## src/rtl/core/tgad_pkg.sv

```systemverilog
// Shared types and constants for the TGA pixel stream decoder.
package tgad_pkg;

    localparam int DIM_BITS = 16;

    localparam logic [7:0]  RUN_THRESH  = 8'd128;
    localparam logic [7:0]  RUN_BIAS    = 8'd127;
    localparam logic [15:0] MIN_WIDTH   = 16'd4;
    localparam logic [15:0] MIN_HEIGHT  = 16'd1;

    // Register indexes on the configuration port
    localparam logic [2:0] REG_COMPRESSED = 3'd0;
    localparam logic [2:0] REG_ALPHA      = 3'd1;
    localparam logic [2:0] REG_WIDTH      = 3'd2;
    localparam logic [2:0] REG_HEIGHT     = 3'd3;
    localparam logic [2:0] REG_FLIP       = 3'd4;

    // Byte position of the last byte of a pixel
    localparam logic [1:0] LAST_BYTE_BGR  = 2'd2;
    localparam logic [1:0] LAST_BYTE_BGRA = 2'd3;

    typedef struct packed {
        logic                compressed_mode;
        logic                alpha_present;
        logic [DIM_BITS-1:0] image_width;
        logic [DIM_BITS-1:0] image_height;
        logic                flip_rows;
    } tgad_cfg_t;

    typedef struct packed {
        logic byte_go;   // consume the input beat
        logic seg_load;  // load the next segment into the output register
    } tgad_cmd_t;

    typedef struct packed {
        logic pix_emit;  // the current byte completes a pixel that produces output
        logic seg_final; // the pending segment is the last one for this pixel
    } tgad_status_t;

    typedef enum logic [0:0] {
        ST_BYTE = 1'b0,
        ST_EMIT = 1'b1
    } tgad_state_t;

endpackage

```

## src/rtl/core/tgad_ctrl.sv

```systemverilog
// Controller state machine: input acceptance, segment sequencing, output valid.
module tgad_ctrl
    import tgad_pkg::*;
(
    input  logic         aclk,
    input  logic         aresetn,
    input  logic         s_valid,
    output logic         s_ready,
    output logic         m_valid,
    input  logic         m_ready,
    input  tgad_status_t sts,
    output tgad_cmd_t    cmd
);

    tgad_state_t state_reg, state_next;
    logic        m_valid_reg, m_valid_next;
    logic        slot_free;

    // State and output valid registers
    always_ff @(posedge aclk) begin
        if (!aresetn) begin
            state_reg   <= ST_BYTE;
            m_valid_reg <= 1'b0;
        end else begin
            state_reg   <= state_next;
            m_valid_reg <= m_valid_next;
        end
    end

    assign slot_free = !m_valid_reg || m_ready;

    // Next state and commands
    always_comb begin
        state_next   = state_reg;
        s_ready      = 1'b0;
        cmd.byte_go  = 1'b0;
        cmd.seg_load = 1'b0;
        unique case (state_reg)
            ST_BYTE: begin
                s_ready     = 1'b1;
                cmd.byte_go = s_valid;
                if (s_valid && sts.pix_emit) begin
                    state_next = ST_EMIT;
                end
            end
            ST_EMIT: begin
                cmd.seg_load = slot_free;
                if (slot_free && sts.seg_final) begin
                    state_next = ST_BYTE;
                end
            end
            default: begin
                state_next = ST_BYTE;
            end
        endcase
        m_valid_next = cmd.seg_load ? 1'b1 : (m_ready ? 1'b0 : m_valid_reg);
    end

    assign m_valid = m_valid_reg;

endmodule

```

## src/rtl/core/tgad_dpath.sv

```systemverilog
// Datapath: packet and pixel assembly, row/column tracking, segment output register.
module tgad_dpath
    import tgad_pkg::*;
(
    input  logic                aclk,
    input  logic                aresetn,
    input  tgad_cfg_t           cfg,
    input  tgad_cmd_t           cmd,
    output tgad_status_t        sts,
    input  logic [7:0]          s_data_byte,
    output logic [7:0]          m_red,
    output logic [7:0]          m_green,
    output logic [7:0]          m_blue,
    output logic [7:0]          m_alpha,
    output logic [DIM_BITS-1:0] m_dest_row,
    output logic [DIM_BITS-1:0] m_start_col,
    output logic [7:0]          m_seg_length,
    output logic                m_last_of_run,
    output logic                m_image_done
);

    // Packet and position state
    logic                expect_header_reg, expect_header_next;
    logic                is_run_reg, is_run_next;
    logic [7:0]          pkt_left_reg, pkt_left_next;
    logic [1:0]          byte_idx_reg, byte_idx_next;
    logic [23:0]         pix_bytes_reg, pix_bytes_next;
    logic                clip_reg, clip_next;
    logic [DIM_BITS-1:0] row_reg, row_next;
    logic [DIM_BITS-1:0] col_reg, col_next;
    logic [7:0]          count_reg, count_next;

    // Latched pixel of the pending segments
    logic [7:0] red_reg, green_reg, blue_reg, alpha_reg;

    // Output payload registers
    logic [7:0]          o_red_reg, o_green_reg, o_blue_reg, o_alpha_reg;
    logic [DIM_BITS-1:0] o_row_reg, o_col_reg;
    logic [7:0]          o_len_reg;
    logic                o_last_reg, o_done_reg;

    // Byte step signals
    logic [1:0]  last_byte;
    logic        is_header, is_store, pix_emit;
    logic [7:0]  red_v, alpha_v, pix_count;

    // Segment signals
    logic [DIM_BITS-1:0] w_eff, h_eff;
    logic [DIM_BITS:0]   r0, r2, room, col_sum;
    logic [DIM_BITS-1:0] c0, r1, dest_row;
    logic [7:0]          seg, cnt_left;
    logic                end_row, done;

    // Decode the incoming byte
    always_comb begin
        expect_header_next = expect_header_reg;
        is_run_next        = is_run_reg;
        pkt_left_next      = pkt_left_reg;
        byte_idx_next      = byte_idx_reg;
        pix_bytes_next     = pix_bytes_reg;
        clip_next          = clip_reg;
        pix_count          = 8'd1;
        pix_emit           = 1'b0;
        last_byte          = cfg.alpha_present ? LAST_BYTE_BGRA : LAST_BYTE_BGR;
        is_header          = cfg.compressed_mode && expect_header_reg;
        is_store           = byte_idx_reg < last_byte;
        red_v              = cfg.alpha_present ? pix_bytes_reg[23:16] : s_data_byte;
        alpha_v            = cfg.alpha_present ? s_data_byte : 8'd0;
        if (is_header) begin
            // Start a new packet
            if (s_data_byte < RUN_THRESH) begin
                is_run_next   = 1'b0;
                pkt_left_next = s_data_byte + 8'd1;
            end else begin
                is_run_next   = 1'b1;
                pkt_left_next = s_data_byte - RUN_BIAS;
            end
            expect_header_next = 1'b0;
            byte_idx_next      = 2'd0;
            pix_bytes_next     = 24'd0;
        end else if (is_store) begin
            // Collect a color byte
            unique case (byte_idx_reg)
                2'd0:    pix_bytes_next = pix_bytes_reg | {16'd0, s_data_byte};
                2'd1:    pix_bytes_next = pix_bytes_reg | {8'd0, s_data_byte, 8'd0};
                2'd2:    pix_bytes_next = pix_bytes_reg | {s_data_byte, 16'd0};
                default: pix_bytes_next = pix_bytes_reg;
            endcase
            byte_idx_next = byte_idx_reg + 2'd1;
        end else begin
            // Complete a pixel
            byte_idx_next  = 2'd0;
            pix_bytes_next = 24'd0;
            if (!cfg.compressed_mode) begin
                clip_next = 1'b0;
                pix_emit  = 1'b1;
            end else if (is_run_reg) begin
                pix_count          = (pkt_left_reg != 8'd0) ? pkt_left_reg : 8'd1;
                pkt_left_next      = 8'd0;
                expect_header_next = 1'b1;
                pix_emit           = 1'b1;
            end else begin
                pkt_left_next = (pkt_left_reg != 8'd0) ? pkt_left_reg - 8'd1 : 8'd0;
                if (pkt_left_next == 8'd0) begin
                    expect_header_next = 1'b1;
                end
                // Drop pixels of a packet that overran the image
                if (clip_reg) begin
                    if (expect_header_next) begin
                        clip_next = 1'b0;
                    end
                end else begin
                    pix_emit = 1'b1;
                end
            end
        end
    end

    // Place the pending segment
    always_comb begin
        w_eff = (cfg.image_width < MIN_WIDTH) ? MIN_WIDTH : cfg.image_width;
        h_eff = (cfg.image_height < MIN_HEIGHT) ? MIN_HEIGHT : cfg.image_height;
        if (col_reg >= w_eff) begin
            c0 = '0;
            r0 = {1'b0, row_reg} + 1'b1;
        end else begin
            c0 = col_reg;
            r0 = {1'b0, row_reg};
        end
        r1       = (r0 >= {1'b0, h_eff}) ? '0 : r0[DIM_BITS-1:0];
        room     = {1'b0, w_eff} - {1'b0, c0};
        seg      = (room < {{(DIM_BITS-7){1'b0}}, count_reg}) ? room[7:0] : count_reg;
        col_sum  = {1'b0, c0} + {{(DIM_BITS-7){1'b0}}, seg};
        end_row  = col_sum >= {1'b0, w_eff};
        r2       = {1'b0, r1} + 1'b1;
        done     = end_row && (r2 >= {1'b0, h_eff});
        cnt_left = count_reg - seg;
        dest_row = cfg.flip_rows ? (h_eff - 1'b1 - r1) : r1;
        if (end_row) begin
            col_next = '0;
            row_next = done ? '0 : r2[DIM_BITS-1:0];
        end else begin
            col_next = col_sum[DIM_BITS-1:0];
            row_next = r1;
        end
        count_next = done ? 8'd0 : cnt_left;
    end

    assign sts.pix_emit  = pix_emit;
    assign sts.seg_final = (cnt_left == 8'd0) || done;

    // Control state
    always_ff @(posedge aclk) begin
        if (!aresetn) begin
            expect_header_reg <= 1'b1;
            is_run_reg        <= 1'b0;
            pkt_left_reg      <= 8'd0;
            byte_idx_reg      <= 2'd0;
            pix_bytes_reg     <= 24'd0;
            clip_reg          <= 1'b0;
            row_reg           <= '0;
            col_reg           <= '0;
            count_reg         <= 8'd0;
        end else if (cmd.byte_go) begin
            expect_header_reg <= expect_header_next;
            is_run_reg        <= is_run_next;
            pkt_left_reg      <= pkt_left_next;
            byte_idx_reg      <= byte_idx_next;
            pix_bytes_reg     <= pix_bytes_next;
            clip_reg          <= clip_next;
            if (pix_emit) begin
                count_reg <= pix_count;
            end
        end else if (cmd.seg_load) begin
            row_reg   <= row_next;
            col_reg   <= col_next;
            count_reg <= count_next;
            // Discard the rest of a raw packet once the image is full
            if (done && cfg.compressed_mode && !is_run_reg && !expect_header_reg) begin
                clip_reg <= 1'b1;
            end
        end
    end

    // Pixel latch and output payload
    always_ff @(posedge aclk) begin
        if (cmd.byte_go && pix_emit) begin
            red_reg   <= red_v;
            green_reg <= pix_bytes_reg[15:8];
            blue_reg  <= pix_bytes_reg[7:0];
            alpha_reg <= alpha_v;
        end
        if (cmd.seg_load) begin
            o_red_reg   <= red_reg;
            o_green_reg <= green_reg;
            o_blue_reg  <= blue_reg;
            o_alpha_reg <= alpha_reg;
            o_row_reg   <= dest_row;
            o_col_reg   <= c0;
            o_len_reg   <= seg;
            o_last_reg  <= sts.seg_final;
            o_done_reg  <= done;
        end
    end

    assign m_red         = o_red_reg;
    assign m_green       = o_green_reg;
    assign m_blue        = o_blue_reg;
    assign m_alpha       = o_alpha_reg;
    assign m_dest_row    = o_row_reg;
    assign m_start_col   = o_col_reg;
    assign m_seg_length  = o_len_reg;
    assign m_last_of_run = o_last_reg;
    assign m_image_done  = o_done_reg;

endmodule

```

## src/rtl/core/tga_pixel_stream_decoder.sv

```systemverilog
// TGA pixel stream decoder top level: configuration registers, controller and datapath.
// A byte that completes no pixel is taken in ST_BYTE; one that completes a pixel moves the
// controller to ST_EMIT for its row segments (1 to 33), set by the single segment placement unit.
// ST_EMIT loads the first segment into the output registers once the output slot is free; segments follow
// one per cycle while m_ready is high. The next byte is taken while the last segment waits.
// Synchronous active-low reset restores the register defaults and awaits a packet header.
module tga_pixel_stream_decoder
    import tgad_pkg::*;
(
    input  logic                aclk,
    input  logic                aresetn,
    input  logic                psel,
    input  logic                penable,
    input  logic                pwrite,
    input  logic [4:0]          paddr,
    input  logic [31:0]         pwdata,
    output logic [31:0]         prdata,
    output logic                pready,
    input  logic                s_valid,
    output logic                s_ready,
    input  logic [7:0]          s_data_byte,
    output logic                m_valid,
    input  logic                m_ready,
    output logic [7:0]          m_red,
    output logic [7:0]          m_green,
    output logic [7:0]          m_blue,
    output logic [7:0]          m_alpha,
    output logic [DIM_BITS-1:0] m_dest_row,
    output logic [DIM_BITS-1:0] m_start_col,
    output logic [7:0]          m_seg_length,
    output logic                m_last_of_run,
    output logic                m_image_done
);

    tgad_cfg_t    cfg_reg;
    tgad_cmd_t    cmd;
    tgad_status_t sts;
    logic         wr_en;
    logic [2:0]   reg_idx;

    assign pready  = 1'b1;
    assign wr_en   = psel && penable && pwrite;
    assign reg_idx = paddr[4:2];

    // Configuration register writes
    always_ff @(posedge aclk) begin
        if (!aresetn) begin
            cfg_reg.compressed_mode <= 1'b0;
            cfg_reg.alpha_present   <= 1'b0;
            cfg_reg.image_width     <= DIM_BITS'(4);
            cfg_reg.image_height    <= DIM_BITS'(1);
            cfg_reg.flip_rows       <= 1'b0;
        end else if (wr_en) begin
            unique case (reg_idx)
                REG_COMPRESSED: cfg_reg.compressed_mode <= pwdata[0];
                REG_ALPHA:      cfg_reg.alpha_present   <= pwdata[0];
                REG_WIDTH:      cfg_reg.image_width     <= pwdata[DIM_BITS-1:0];
                REG_HEIGHT:     cfg_reg.image_height    <= pwdata[DIM_BITS-1:0];
                REG_FLIP:       cfg_reg.flip_rows       <= pwdata[0];
                default: ;
            endcase
        end
    end

    // Register read back
    always_comb begin
        prdata = 32'd0;
        unique case (reg_idx)
            REG_COMPRESSED: prdata = {31'd0, cfg_reg.compressed_mode};
            REG_ALPHA:      prdata = {31'd0, cfg_reg.alpha_present};
            REG_WIDTH:      prdata = 32'(cfg_reg.image_width);
            REG_HEIGHT:     prdata = 32'(cfg_reg.image_height);
            REG_FLIP:       prdata = {31'd0, cfg_reg.flip_rows};
            default:        prdata = 32'd0;
        endcase
    end

    tgad_ctrl u_ctrl (
        .aclk    (aclk),
        .aresetn (aresetn),
        .s_valid (s_valid),
        .s_ready (s_ready),
        .m_valid (m_valid),
        .m_ready (m_ready),
        .sts     (sts),
        .cmd     (cmd)
    );

    tgad_dpath u_dpath (
        .aclk          (aclk),
        .aresetn       (aresetn),
        .cfg           (cfg_reg),
        .cmd           (cmd),
        .sts           (sts),
        .s_data_byte   (s_data_byte),
        .m_red         (m_red),
        .m_green       (m_green),
        .m_blue        (m_blue),
        .m_alpha       (m_alpha),
        .m_dest_row    (m_dest_row),
        .m_start_col   (m_start_col),
        .m_seg_length  (m_seg_length),
        .m_last_of_run (m_last_of_run),
        .m_image_done  (m_image_done)
    );

endmodule

```

## config.mk

```make
export PLATFORM = sky130hd
export DESIGN_NAME = tga_pixel_stream_decoder
export DESIGN_NICKNAME = d
export VERILOG_FILES = /design/src/rtl/core/tgad_pkg.sv /design/src/rtl/core/tgad_ctrl.sv /design/src/rtl/core/tgad_dpath.sv /design/src/rtl/core/tga_pixel_stream_decoder.sv
export SDC_FILE = /design/constraint.sdc
export NUM_CORES = 1
export LEC_CHECK = 0
export ABC_CLOCK_PERIOD_IN_PS = 27300
export BUFFER_PORTS_ARGS = -buffer_cell sky130_fd_sc_hd__buf_2
export CORE_MARGIN = 2
export CORE_UTILIZATION = 44
export CTS_CLUSTER_DIAMETER = 30
export CTS_CLUSTER_SIZE = 24
export DETAILED_ROUTE_END_ITERATION = 16
export SETUP_SLACK_MARGIN = 0.02
export SKIP_LAST_GASP = 1
export SLEW_MARGIN = 20
export SYNTH_ARGS = -nofsm -noshare
export SYNTH_HDL_FRONTEND = slang
export SYNTH_SLANG_ARGS = --single-unit
```

## constraint.sdc

```tcl
create_clock -name aclk -period 27.3 [get_ports aclk]
set_input_delay 4.095 -clock aclk [delete_from_list [all_inputs] [get_ports aclk]]
set_output_delay 4.095 -clock aclk [all_outputs]
set_load 0.005 [all_outputs]
```

==> results.txt, run 1 <==
At the worst endpoint, the required time is 27760 ps. On the worst path, the slowest cell contributes a delay of 730 ps. The time the worst path needs with I/O delays and setup is 12520 ps. Among cell families on the critical path, the largest total delay comes from compound AO/OA/AOI/OAI gates. The post-synthesis sequential element count is 220. The floorplan step defined a die boundary enclosing 33060 um^2. The largest net degree at the start of global routing came out at 98.

Setup repair after global routing left no endpoint under its margin. The buffers inserted during post-CTS setup optimization came out at 0. The via count of the first global-routing pass is 11190. The total via count in the routed design came out at 11740. Fill cells in the final layout number 2843. The max-capacitance violation count is 0. The H-tree was split into 2 levels. The worst ir drop on vdd came out at 0.04294 mV. The relative slew slack came out at 25.19%. The kind of end point of the critical path is a flop.

The total half-perimeter wirelength after legalization and detailed placement came out at 27150 um. After detailed routing, the number of remaining DRC violations is 0. The synthesized area divided by synthesized cell count is 8.884 um^2. The ratio of final minimum period to clock period is 45.85%.

The library cell with the largest summed area after synthesis is sky130_fd_sc_hd__edfxtp_1. The initial core utilization came out at 44.43%. In the routed layout, each cell is associated on average with a via count of 5.543. The count of nets left with antenna violations once routing finished came out at 0.

In the synthesized netlist the dominant register cell turns out to be sky130_fd_sc_hd__dfxtp_1. The number of different library cells used by synthesis comes to 74. The endpoint identified for the worst register-to-register timing path is u_dpath.count_reg[1]. The cell type of the slowest stage on the worst timing path is sky130_fd_sc_hd__nor4_4.

The worst hold path startpoint is u_dpath.red_reg[7]. The insertion delay of the later-clocked pin in the worst-skew pair is 580 ps. The proportion of layout cells with a drive suffix above 1 came out at 15.69%. In the post-synthesis netlist, the biggest area contributors are sky130_fd_sc_hd__edfxtp_1 (23%), sky130_fd_sc_hd__dfxtp_1 (16%), sky130_fd_sc_hd__ha_1 (11%).

After synthesis, the share of flip-flops with an asynchronous set or reset is 0%. The final sum of negative setup slack came out at 0 ps. For this design the static power due to leakage is 6.736 nW. The endpoint of the worst hold path is u_dpath.m_red[7]. In the final routed layout, each cell accounts on average for 17.80 um. The placer congestion estimate is 0.8871.

The count of cells along the worst hold path came out at 0. The number of detailed-route iterations in the first pass is 5. The overall routing resource usage came out at 22.69%. The number of instances resized during post-cts repair came out at 0. The number of flip-flops under the largest register name came out at 35. The netlist area before placement is 13910 um^2. The count of hold buffers inserted by post-cts repair is 0. The portion of synthesized cell area occupied by the leading cell type is 22.88%.

The count of endpoints failing hold in the final timing report is 0. The number of nets in the final layout came out at 1848. The number of buffers created by CTS is 55. The initial antenna violation count is 1.

The number of enable flip-flop cells after synthesis came out at 106. The largest buffer count on any clock path came out at 3. The height of the die came out at 181.8 um.

STA classifies the critical path startpoint as a flop. The reg-to-reg critical path startpoint is cfg_reg[28]. The signal arrival time at the worst endpoint is 12970 ps.

The worst-margin pin slew is 1119 ps. The slack of the critical path is 14780 ps. After technology mapping, the gate count stands at 1566. The path type of the worst min-delay path is reg2reg.

The final number of max-transition violations is 0. The port buffer count is 125. The die width came out at 181.8 um.

The top fanout value on the critical path is 32. The wire length of the first global-routing pass is 59520 um. The number of buffer and inverter stages on the critical path came out at 2. The flow ran to the end, and the final reports show no timing, DRC or antenna violations. For this run, the number of Yosys warnings is 0. From synthesis to final layout, the design area changed by 19.84%. The count of cells along the worst register-to-register path came out at 42. Setup violations remaining at the end of the flow were counted as 0.

The number of gates on the worst path with buffers counted is 42. The count of clock tree sinks came out at 220. Pin placement for this block handled 161 I/O pins.

The core region is 31310 um^2. The sequential-to-total area share from yosys stat is 39.28%. The total number of placement rows is 65. The setup slack on the worst flop-to-flop path is 14780 ps. The clock root buffer is sky130_fd_sc_hd__clkbuf_16. At the placement stage, the worst setup path has a slack of 14780 ps. For this run, the top clock speed supported by timing is 79.89 MHz.

The worst setup path is of the reg2reg kind. For the final database, setup skew stands at 19.71 ps. TritonCTS built the clock tree. The clock transition at the registers of the reported paths came out at 50 ps. The detailed router's first-iteration violation count is 769. For this block, the routed nets add up to 37690 um of wire. The power per standard cell area came out at 76.76 nW/um^2. The total global routing overflow is 0.
[stage by stage]
| stage | power [W] | utilization, % | instances | instance area [um^2] | hold WS, ps |
|---|---|---|---|---|---|
| finish | 0.001280 | 53.25 | 2117 | 16670 | 408.7 |
| global route | 0.001338 | 53.25 | 2117 | 16670 | 416.2 |
| CTS | 0.001291 | 53.24 | 2116 | 16670 | 408.4 |
| detailed placement | 0.0006161 | 46.98 | 2013 | 14710 | 404.5 |
| global placement | 0.0006133 | 46.98 | 2013 | 14710 | 400.9 |
| floorplan | 0.0005498 | - | 1581 | 13970 | 400.3 |
[logic make-up (layout without fill, tap and decap cells)]
family | count (synthesis) | in the layout | share of synthesized area, %
buffers and inverters | 205 | 338 | 6.035
adders and majority gates | 128 | 128 | 11.73
AOI/OAI and AO/OA | 383 | 383 | 17.82
xor gates and xnor gates | 70 | 70 | 4.407
other | 2 | 18 | 0.05398
and+or+nand+nor | 525 | 525 | 18.22
muxes | 33 | 33 | 2.455
DFF | 220 | 220 | 39.28
[synthesized netlist by cell type (5+ instances only)]
master,n
sky130_fd_sc_hd__or3_1,7
sky130_fd_sc_hd__buf_2,5
sky130_fd_sc_hd__xnor2_1,47
sky130_fd_sc_hd__nor2b_1,34
sky130_fd_sc_hd__and4_1,5
sky130_fd_sc_hd__o21a_1,18
sky130_fd_sc_hd__nand3b_1,6
sky130_fd_sc_hd__a211oi_1,13
sky130_fd_sc_hd__nor4_1,11
sky130_fd_sc_hd__mux2_2,9
sky130_fd_sc_hd__or2_2,10
sky130_fd_sc_hd__o2111ai_1,5
sky130_fd_sc_hd__buf_4,17
sky130_fd_sc_hd__a2111oi_0,6
sky130_fd_sc_hd__inv_1,100
sky130_fd_sc_hd__mux2i_1,24
sky130_fd_sc_hd__xor2_1,23
sky130_fd_sc_hd__and3_1,13
sky130_fd_sc_hd__nor4b_1,6
sky130_fd_sc_hd__nand2b_1,9
sky130_fd_sc_hd__buf_1,7
sky130_fd_sc_hd__clkbuf_1,75
sky130_fd_sc_hd__a21boi_0,48
sky130_fd_sc_hd__and2_1,16
sky130_fd_sc_hd__ha_1,124
sky130_fd_sc_hd__nand2_1,193
sky130_fd_sc_hd__o21bai_1,9
sky130_fd_sc_hd__nand4_1,20
sky130_fd_sc_hd__a21oi_1,92
sky130_fd_sc_hd__nor2_1,103
sky130_fd_sc_hd__dfxtp_1,114
sky130_fd_sc_hd__nor3_1,36
sky130_fd_sc_hd__nand3_1,40
sky130_fd_sc_hd__a22oi_1,15
sky130_fd_sc_hd__o211ai_1,6
sky130_fd_sc_hd__o31ai_1,5
sky130_fd_sc_hd__edfxtp_1,106
sky130_fd_sc_hd__a31oi_1,15
sky130_fd_sc_hd__a21o_1,16
sky130_fd_sc_hd__o211a_1,5
sky130_fd_sc_hd__o21ai_0,94
[power breakdown]
part           total [W]  switching [W]  leakage, nW  internal (W)
registers       0.000369     0.00000746         1.90      0.000362
clock network   0.000667       0.000210        0.952      0.000457
logic           0.000243       0.000158         3.89     0.0000853
[final cells by class]
cell class              instances  area (um^2)  area share [%]
clock buffers                  70         1610           9.659
inverters                     101        381.6           2.289
multi-input cells            1156         7666           45.98
flip-flops and latches        220         5465           32.78
clock inverters                33        350.3           2.101
diodes                          1        2.502         0.01501
repair buffers                134        693.2           4.158
well taps                     402        503.0           3.017
[worst reg2reg max path: cells and delay by family (launching register included)]
kind	cells	cell delay [ps]
AO/OA/AOI/OAI	18	5530
XOR/XNOR	1	180
adder cells (fa/ha/maj)	6	2050
buffers and inverters	2	400
flip-flops	1	380
AND/OR/NAND/NOR	15	3840
[how the worst max path moves through the flow]
stage	startpoint	endpoint	slack (ps)
floorplan	cfg_reg[28]	u_dpath.row_reg[3]	17270
global placement	cfg_reg[28]	u_dpath.count_reg[1]	14790
detailed placement	cfg_reg[28]	u_dpath.count_reg[1]	14780
CTS	cfg_reg[28]	u_dpath.count_reg[1]	14740
global route	cfg_reg[28]	u_dpath.count_reg[1]	13850
finish	cfg_reg[28]	u_dpath.count_reg[1]	14780
[cell usage in the layout, fill, tap and decap left out, types with 7 or more instances in the layout]
cell type,instances
sky130_fd_sc_hd__inv_6,8
sky130_fd_sc_hd__a21boi_0,48
sky130_fd_sc_hd__mux2_2,9
sky130_fd_sc_hd__o21ai_0,93
sky130_fd_sc_hd__o21a_1,18
sky130_fd_sc_hd__a21o_1,16
sky130_fd_sc_hd__edfxtp_1,106
sky130_fd_sc_hd__clkinv_2,7
sky130_fd_sc_hd__mux2i_1,24
sky130_fd_sc_hd__clkbuf_16,61
sky130_fd_sc_hd__or2_2,10
sky130_fd_sc_hd__a22oi_1,15
sky130_fd_sc_hd__nor2b_1,34
sky130_fd_sc_hd__o21bai_1,9
sky130_fd_sc_hd__conb_1,17
sky130_fd_sc_hd__ha_1,124
sky130_fd_sc_hd__xor2_1,23
sky130_fd_sc_hd__a21oi_1,92
sky130_fd_sc_hd__dfxtp_1,114
sky130_fd_sc_hd__a31oi_1,15
sky130_fd_sc_hd__and2_1,16
sky130_fd_sc_hd__and3_1,13
sky130_fd_sc_hd__buf_2,125
sky130_fd_sc_hd__nor4_1,11
sky130_fd_sc_hd__nand4_1,20
sky130_fd_sc_hd__or3_1,7
sky130_fd_sc_hd__nand2b_1,9
sky130_fd_sc_hd__inv_1,100
sky130_fd_sc_hd__nor2_1,102
sky130_fd_sc_hd__xnor2_1,47
sky130_fd_sc_hd__a211oi_1,13
sky130_fd_sc_hd__nor3_1,36
sky130_fd_sc_hd__nand3_1,40
sky130_fd_sc_hd__buf_4,9
sky130_fd_sc_hd__nand2_1,193
[routing by layer]
layer  global-route usage (%)  wire, um  vias to the layer above
met2                    37.67     18060                      332
met5                        0         0                        -
li1                         -         -                     5784
met3                    3.349      1825                       69
met4                    10.67      1353                        0
met1                    29.17     16450                     5550
(Power assumes the default switching activity.)
==> inputs of run 2 (changes only) <==
ABC_AREA = 1   (was not set)
ABC_CLOCK_PERIOD_IN_PS = 10450   (was 27300)
PLACE_DENSITY = 0.65   (was not set)
clock period = 10.45 ns   (was 27.3 ns; I/O delays follow)
==> run 2 against run 1 <==
Wire length up 4.0%. Register-to-register slack got worse by 14000 ps. Cell area is 1.1% higher. Utilization increased by 0.16 points. Critical path depth is 9 higher. Cell count up 11%. First-iteration DRC count increased by 36%. Die area is 1.6% higher. Hold slack better by 3.9 ps. Clock skew up 10 ps. Highest routed layer unchanged.
==> results.txt, run 2 <==
The most used flip-flop cell after synthesis is sky130_fd_sc_hd__dfxtp_1 (unchanged). Most frequent cells in the layout: sky130_fd_sc_hd__nand2_1 (296), sky130_fd_sc_hd__inv_1 (256), sky130_fd_sc_hd__a21oi_1 (203) (was sky130_fd_sc_hd__nand2_1 (193), sky130_fd_sc_hd__buf_2 (125), sky130_fd_sc_hd__ha_1 (124)). The final sum of negative setup slack came to 0 ps (unchanged). The number of buffers created by CTS is 53 (was 55). The insertion delay of the later-clocked pin in the worst-skew pair came out at 570 ps (was 580 ps). The total via count in the routed design is 12610 (was 11740). The port buffer count came out at 125 (unchanged). The routing usage on met3 is 3.455% (was 3.349%). Status: completed (unchanged). The overall routing resource usage is 23.07% (was 22.69%). The multiplexer share of the synthesized area came out at 0% (was 2.455%).

The sequential-to-total area share from yosys stat came out at 38.67% (was 39.28%). The met1 track demand over resource came to 30.46% (was 29.17%). The peak per-stage delay on the critical path came out at 430 ps (was 730 ps). The worst-margin pin slew came to 1006 ps (was 1119 ps).

The flip-flop and latch area is 5465 um^2 (unchanged). Top cells by count, synth: sky130_fd_sc_hd__nand2_1 (296), sky130_fd_sc_hd__inv_1 (256), sky130_fd_sc_hd__a21oi_1 (204) (was sky130_fd_sc_hd__nand2_1 (193), sky130_fd_sc_hd__ha_1 (124), sky130_fd_sc_hd__dfxtp_1 (114)). The largest net degree at the start of global routing came out at 79 (was 98). The async set-reset flop share out of synthesis came out at 0% (unchanged). In this design, the critical path's most frequently occurring cell is sky130_fd_sc_hd__nand2_1. The kind of end point of the critical path is a flop (unchanged). The share of the synthesized area in compound gates (AO/OA/AOI/OAI) was 15.91% (was 17.82%).

The portion of synthesized cell area occupied by the leading cell type is 22.52% (was 22.88%). The distinct cell type count after synthesis came out at 59 (was 74). The library cell with the largest summed area after synthesis is sky130_fd_sc_hd__edfxtp_1 (unchanged). The height of the die is 183.2 um (was 181.8 um). The number of antenna diodes came to 0 (was 1). The startpoint class of the critical path is a flop (unchanged). The worst setup skew after layout came to 29.76 ps (was 19.71 ps).

The routed wire length per instance is 16.62 um (was 17.80 um). The wire length of the first global-routing pass came out at 61840 um (was 59520 um). The xor-xnor portion of the synthesized cell area is 3.532% (was 4.407%). The final number of max-transition violations came out at 0 (unchanged). The max-capacitance violation count is 0 (unchanged). The I/O pin total is 161 (unchanged).

The top fanout value on the critical path was 20 (was 32). The fill cell instance count of the final layout is 3023 (was 2843). The synthesized area divided by synthesized cell count is 7.875 um^2 (was 8.884 um^2). The placer congestion estimate is 0.9851 (was 0.8871). The count of endpoints failing hold in the final timing report is 0 (unchanged).

The largest family of logic cells by synthesized area is simple AND/OR/NAND/NOR gates (unchanged). The post-synthesis sequential element count is 220 (unchanged). The path type of the worst min-delay path is reg2reg (unchanged).

The total length of routed wires is 39190 um (was 37690 um). The met2 track demand over resource came to 38.67% (was 37.67%). The initial antenna violation count is 0 (was 1). The core area was 31560 um^2 (was 31310 um^2).

The area growth from synthesis to layout came out at 19.23% (was 19.84%). The leading cell type by number of instances after synthesis was sky130_fd_sc_hd__nand2_1 (unchanged). The relative slew slack is 32.92% (was 25.19%).

The initial core utilization is 44.79% (was 44.43%). The netlist area before placement came out at 14130 um^2 (was 13910 um^2). The maximum level of the CTS H-tree came to 2 (unchanged).

The ratio of final minimum period to clock period came out at 89.76% (was 45.85%). The count of endpoints failing setup in the final report is 0 (unchanged). The number of cells produced by synthesis is 1795 (was 1566).

The data required time at the worst endpoint is 10940 ps (was 27760 ps). The combined area of the multi-input logic cells came to 7258 um^2 (was 7666 um^2). The number of nets in the final layout is 2091 (was 1848). The count of yosys warnings during synthesis is 0 (unchanged).

Top area cells in the synthesized netlist: sky130_fd_sc_hd__edfxtp_1 (23%), sky130_fd_sc_hd__dfxtp_1 (16%), sky130_fd_sc_hd__ha_1 (11%) (unchanged). The via count of the first global-routing pass was 11990 (was 11190). The number of enable flip-flop cells after synthesis is 106 (unchanged).

The largest buffer count on any clock path is 3 (unchanged). The proportion of layout cells with a drive suffix above 1 came out at 14.31% (was 15.69%). The synthesized-area fraction occupied by adder cells came to 11.54% (was 11.73%). The time the worst path needs with I/O delays and setup is 9380 ps (was 12520 ps). RSZ-0062 raised after global routing: false (unchanged).

The count of clock tree sinks is 220 (unchanged). The signal arrival time at the worst endpoint came out at 9870 ps (was 12970 ps). The startpoint-to-endpoint class of the critical path was reg2reg (unchanged).

The antenna violation net count after detailed routing came to 0 (unchanged). The total global routing overflow came out at 0 (unchanged). The TritonCTS clock tree is yes (unchanged). The clock root buffer is sky130_fd_sc_hd__clkbuf_16 (unchanged). The total half-perimeter wirelength after legalization and detailed placement came out at 29690 um (was 27150 um). The achievable frequency came out at 106.6 MHz (was 79.89 MHz). The detailed router's first-iteration violation count is 1046 (was 769). The die width came to 183.2 um (was 181.8 um).

The die footprint came to 33580 um^2 (was 33060 um^2). The number of detailed-route iterations in the first pass is 5 (unchanged). The fraction of the mapped netlist area in simple logic gates came out at 19.87% (was 18.22%). The cell type of the slowest stage on the worst timing path is sky130_fd_sc_hd__fa_1 (was sky130_fd_sc_hd__nor4_4). The busiest metal layer after global routing was met2 (unchanged). The number of design rule violations left after detail routing is 0 (unchanged). The clock transition at the registers of the reported paths came out at 50 ps (about the same). The number of flip-flops under the largest register name came out at 35 (unchanged). The most common cell after layout, fill and taps aside was sky130_fd_sc_hd__nand2_1 (unchanged).

The per-cell via count in the routed design came out at 5.347 (was 5.543). The count of hold buffers inserted by post-cts repair came out at 0 (unchanged). The total number of placement rows came to 65 (unchanged).
-- run 2: critical path: cells and delay by family, from the launching register on --
kind	cells	cell delay, ps
fa+ha+maj	7	2160
simple gates	26	3500
compound gates	11	2020
xor+xnor	2	520
flops	1	330
buf+inv	5	780
-- run 2: worst paths after layout --
| path | start | slack [ps] | end | depth (start not counted) |
|---|---|---|---|---|
| setup / recovery | cfg_reg[21] | 1070 | u_dpath.row_reg[10] | 51 |
| hold / removal | u_dpath.red_reg[4] | 410 | u_dpath.m_red[4] | 0 |
| setup reg to reg | cfg_reg[21] | 1070 | u_dpath.row_reg[10] | 51 |
| hold reg to reg | u_dpath.red_reg[4] | 410 | u_dpath.m_red[4] | 0 |
-- run 2: cell type report --
cell class | count | share of cell area [%]
clock buffers | 73 | 9.177
clock inverters | 27 | 2.190
inverters | 275 | 6.170
multi-input cells | 1230 | 43.07
flip-flops and latches | 220 | 32.43
well taps | 402 | 2.985
repair buffers | 131 | 3.980
-- run 2: per-stage QoR --
step	cells	util [%]	setup WS, ps	hold slack (ps)	cell area, um^2
after floorplan	1810	-	2475	400.3	14190
after global placement	2258	47.31	939.6	401.2	14930
after detailed placement	2258	47.31	742.9	404.5	14930
after CTS	2358	53.38	678.8	411.3	16840
after global routing	2358	53.41	126.3	418.9	16850
final	2358	53.41	1070	412.6	16850
-- run 2: repair_timing --
item / 4_1_cts / 5_1_grt
hold endpoints to repair: 0 / 0
buffers inserted: 0 / 0
endpoints found under the setup margin: 0 / 32
resized for setup: 0 / 9
-- run 2: cells by family after synthesis --
| kind of cell | Yosys count |
|---|---|
| AOI/OAI and AO/OA | 414 |
| buffers and inverters | 360 |
| DFF | 220 |
| adders and majority gates | 128 |
| xor gates and xnor gates | 57 |
| other | 2 |
| and+or+nand+nor | 614 |
-- run 2: routing by layer --
| metal | wire, um | vias to the layer above |
|---|---|---|
| met5 | 0 | - |
| met1 | 17710 | 5873 |
| met3 | 2233 | 81 |
| met4 | 1119 | 0 |
| met2 | 18120 | 400 |
| li1 | - | 6254 |
Power of run 2 is left out: the tool's default activity adds up to more than one toggle a clock period on the data nets, which glitch-free logic cannot reach.
==> inputs of run 3 (changes only) <==
CAP_MARGIN = 10   (was not set)
CORE_ASPECT_RATIO = 1.5   (was not set)
==> run 3 against run 2 <==
Critical path depth grew 2. Non-clock buffer count grew 1. Maximum frequency shrank 1.5%. Sequential share of layout area grew 1.1 points. Via count is essentially flat. Register-to-register slack lost 150 ps. Cell area shrank 3.2%. Wire length grew 4.4%. Critical path type unchanged. Highest routed layer unchanged.
==> results.txt, run 3 (synthesized netlist as in run 2, its figures left out) <==
Status: completed (unchanged). The via count of the first global-routing pass came out at 12410 (was 11990). The total half-perimeter wirelength after legalization and detailed placement is 30930 um (was 29690 um).

The die footprint came out at 33600 um^2 (was 33580 um^2). The most common cell after layout, fill and taps aside is sky130_fd_sc_hd__nand2_1 (unchanged). The count of endpoints failing setup in the final report was 0 (unchanged).

The most numerous cell on the critical path is sky130_fd_sc_hd__nand2_1 (unchanged). The die width came out at 150.3 um (was 183.2 um). The insertion delay of the later-clocked pin in the worst-skew pair is 550 ps (was 570 ps).

The cell type of the slowest stage on the worst timing path is sky130_fd_sc_hd__fa_1 (unchanged). The I/O pin total is 161 (unchanged). The per-cell via count in the routed design came out at 5.390 (was 5.347). The startpoint-to-endpoint class of the critical path is reg2reg (unchanged). The ratio of final minimum period to clock period came out at 91.17% (was 89.76%). The fill cell instance count of the final layout came out at 3022 (was 3023). The peak per-stage delay on the critical path is 420 ps (was 430 ps). The detailed router's first-iteration violation count is 847 (was 1046). The overall routing resource usage is 24.17% (was 23.07%). RSZ-0062 raised after global routing: false (unchanged). Most frequent cells in the layout: sky130_fd_sc_hd__nand2_1 (296), sky130_fd_sc_hd__inv_1 (256), sky130_fd_sc_hd__a21oi_1 (204) (was sky130_fd_sc_hd__nand2_1 (296), sky130_fd_sc_hd__inv_1 (256), sky130_fd_sc_hd__a21oi_1 (203)).

The total length of routed wires came out at 40910 um (was 39190 um). The signal arrival time at the worst endpoint came out at 9980 ps (was 9870 ps). The largest net degree at the start of global routing came out at 91 (was 79). The maximum level of the CTS H-tree is 2 (unchanged). The antenna violation net count after detailed routing is 0 (unchanged). The final number of max-transition violations was 0 (unchanged).

The worst setup skew after layout came out at 37.13 ps (was 29.76 ps). The placer congestion estimate is 0.9947 (was 0.9851). The area growth from synthesis to layout is 15.42% (was 19.23%). The data required time at the worst endpoint is 10900 ps (was 10940 ps).

The clock root buffer is sky130_fd_sc_hd__clkbuf_16 (unchanged). The number of detailed-route iterations in the first pass is 5 (unchanged). The port buffer count came out at 125 (unchanged). The time the worst path needs with I/O delays and setup is 9527 ps (was 9380 ps).

The number of nets in the final layout came out at 2079 (was 2091). The initial antenna violation count is 1 (was 0). The number of buffers created by CTS came out at 40 (was 53). The combined area of the multi-input logic cells came to 7252 um^2 (was 7258 um^2). The max-capacitance violation count came out at 0 (unchanged). The routed wire length per instance is 17.47 um (was 16.62 um).

The relative slew slack came out at 34.58% (was 32.92%). The final sum of negative setup slack is 0 ps (unchanged). The path type of the worst min-delay path was reg2reg (unchanged). The largest buffer count on any clock path is 3 (unchanged).

The flip-flop and latch area came out at 5465 um^2 (unchanged). The TritonCTS clock tree is yes (unchanged). The buffers inserted during post-CTS setup optimization came out at 0 (unchanged). The startpoint class of the critical path is a flop (unchanged). The count of endpoints failing hold in the final timing report is 0 (unchanged). The achievable frequency came out at 105.0 MHz (was 106.6 MHz). The worst-margin pin slew is 980.2 ps (was 1006 ps). The total global routing overflow is 0 (unchanged). The count of clock tree sinks came out at 220 (unchanged). The setup slack on the worst flop-to-flop path was 920 ps (was 1070 ps). The clock transition at the registers of the reported paths came to 60 ps (was 50 ps). The core area came out at 31730 um^2 (was 31560 um^2).

The number of flip-flops under the largest register name came out at 35 (unchanged). The height of the die was 223.5 um (was 183.2 um). The initial core utilization came out at 44.55% (was 44.79%). The total number of placement rows is 80 (was 65).

The number of design rule violations left after detail routing is 0 (unchanged). The total via count in the routed design is 12620 (was 12610). The wire length of the first global-routing pass is 63820 um (was 61840 um). The kind of end point of the critical path was a flop (unchanged). The proportion of layout cells with a drive suffix above 1 is 13.06% (was 14.31%). The top fanout value on the critical path came out at 19 (was 20).
==> run 3: changes by cell type in the layout (fill, tap and decap cells not counted), sizes merged <==
| cell | change |
|---|---|
| diode | +1 |
| bufinv | -2 |
| clkinv | -2 |
| clkinvlp | -6 |
| clkbuf | -22 |
| buf | +1 |
| inv | +5 |
==> run 3: final cells by class <==
| type | instances | area share (%) |
|---|---|---|
| antenna | 1 | 0.01534 |
| clock buffer | 51 | 6.511 |
| clock inverter | 22 | 1.825 |
| inverter | 275 | 6.373 |
| multi-input combinational | 1230 | 44.45 |
| sequential | 220 | 33.50 |
| tap | 410 | 3.144 |
| timing repair buffer | 132 | 4.180 |
==> run 3: final timing paths <==
path                          to          startpoint  depth (start not counted)
max          u_dpath.row_reg[10]         cfg_reg[29]                         53
min             u_dpath.m_red[1]  u_dpath.red_reg[1]                          0
max reg2reg  u_dpath.row_reg[10]         cfg_reg[29]                         53
min reg2reg     u_dpath.m_red[1]  u_dpath.red_reg[1]                          0
==> run 3: routing by layer <==
metal  part of all wire, %  GRT usage, %  vias up
li1                      -             -     6229
met1                    41         29.24     5840
met2                    48         40.82      417
met3                   6.0         3.885      133
met4                   5.5         12.78        0
met5                     0             0        -
==> run 3: stage by stage <==
stage | instance area [um^2] | hold slack [ps] | util [%] | setup WS (ps) | std cells
3_5_place_dp | 14950 | 405.5 | 47.10 | 717.7 | 2267
6_report | 16310 | 420.4 | 51.42 | 922.8 | 2341
5_1_grt | 16310 | 429.4 | 51.42 | 149.3 | 2341
4_1_cts | 16310 | 417.8 | 51.39 | 678.9 | 2340
3_3_place_gp | 14950 | 400.8 | 47.10 | 758.9 | 2267
2_1_floorplan | 14190 | 400.3 | - | 2475 | 1810
==> run 3: timing repair <==
item	4_1_cts	5_1_grt
resized for setup	0	5
endpoints found under the setup margin	0	17
hold buffers	0	0
==> run 3: critical path: cells and delay by family, from the launching register on <==
kind | cells | cell delay [ps]
flops | 1 | 330
xor+xnor | 2 | 580
fa+ha+maj | 7 | 2050
simple gates | 26 | 3520
buf+inv | 6 | 920
compound gates | 12 | 2030
Power of run 3 is left out for the same reason.
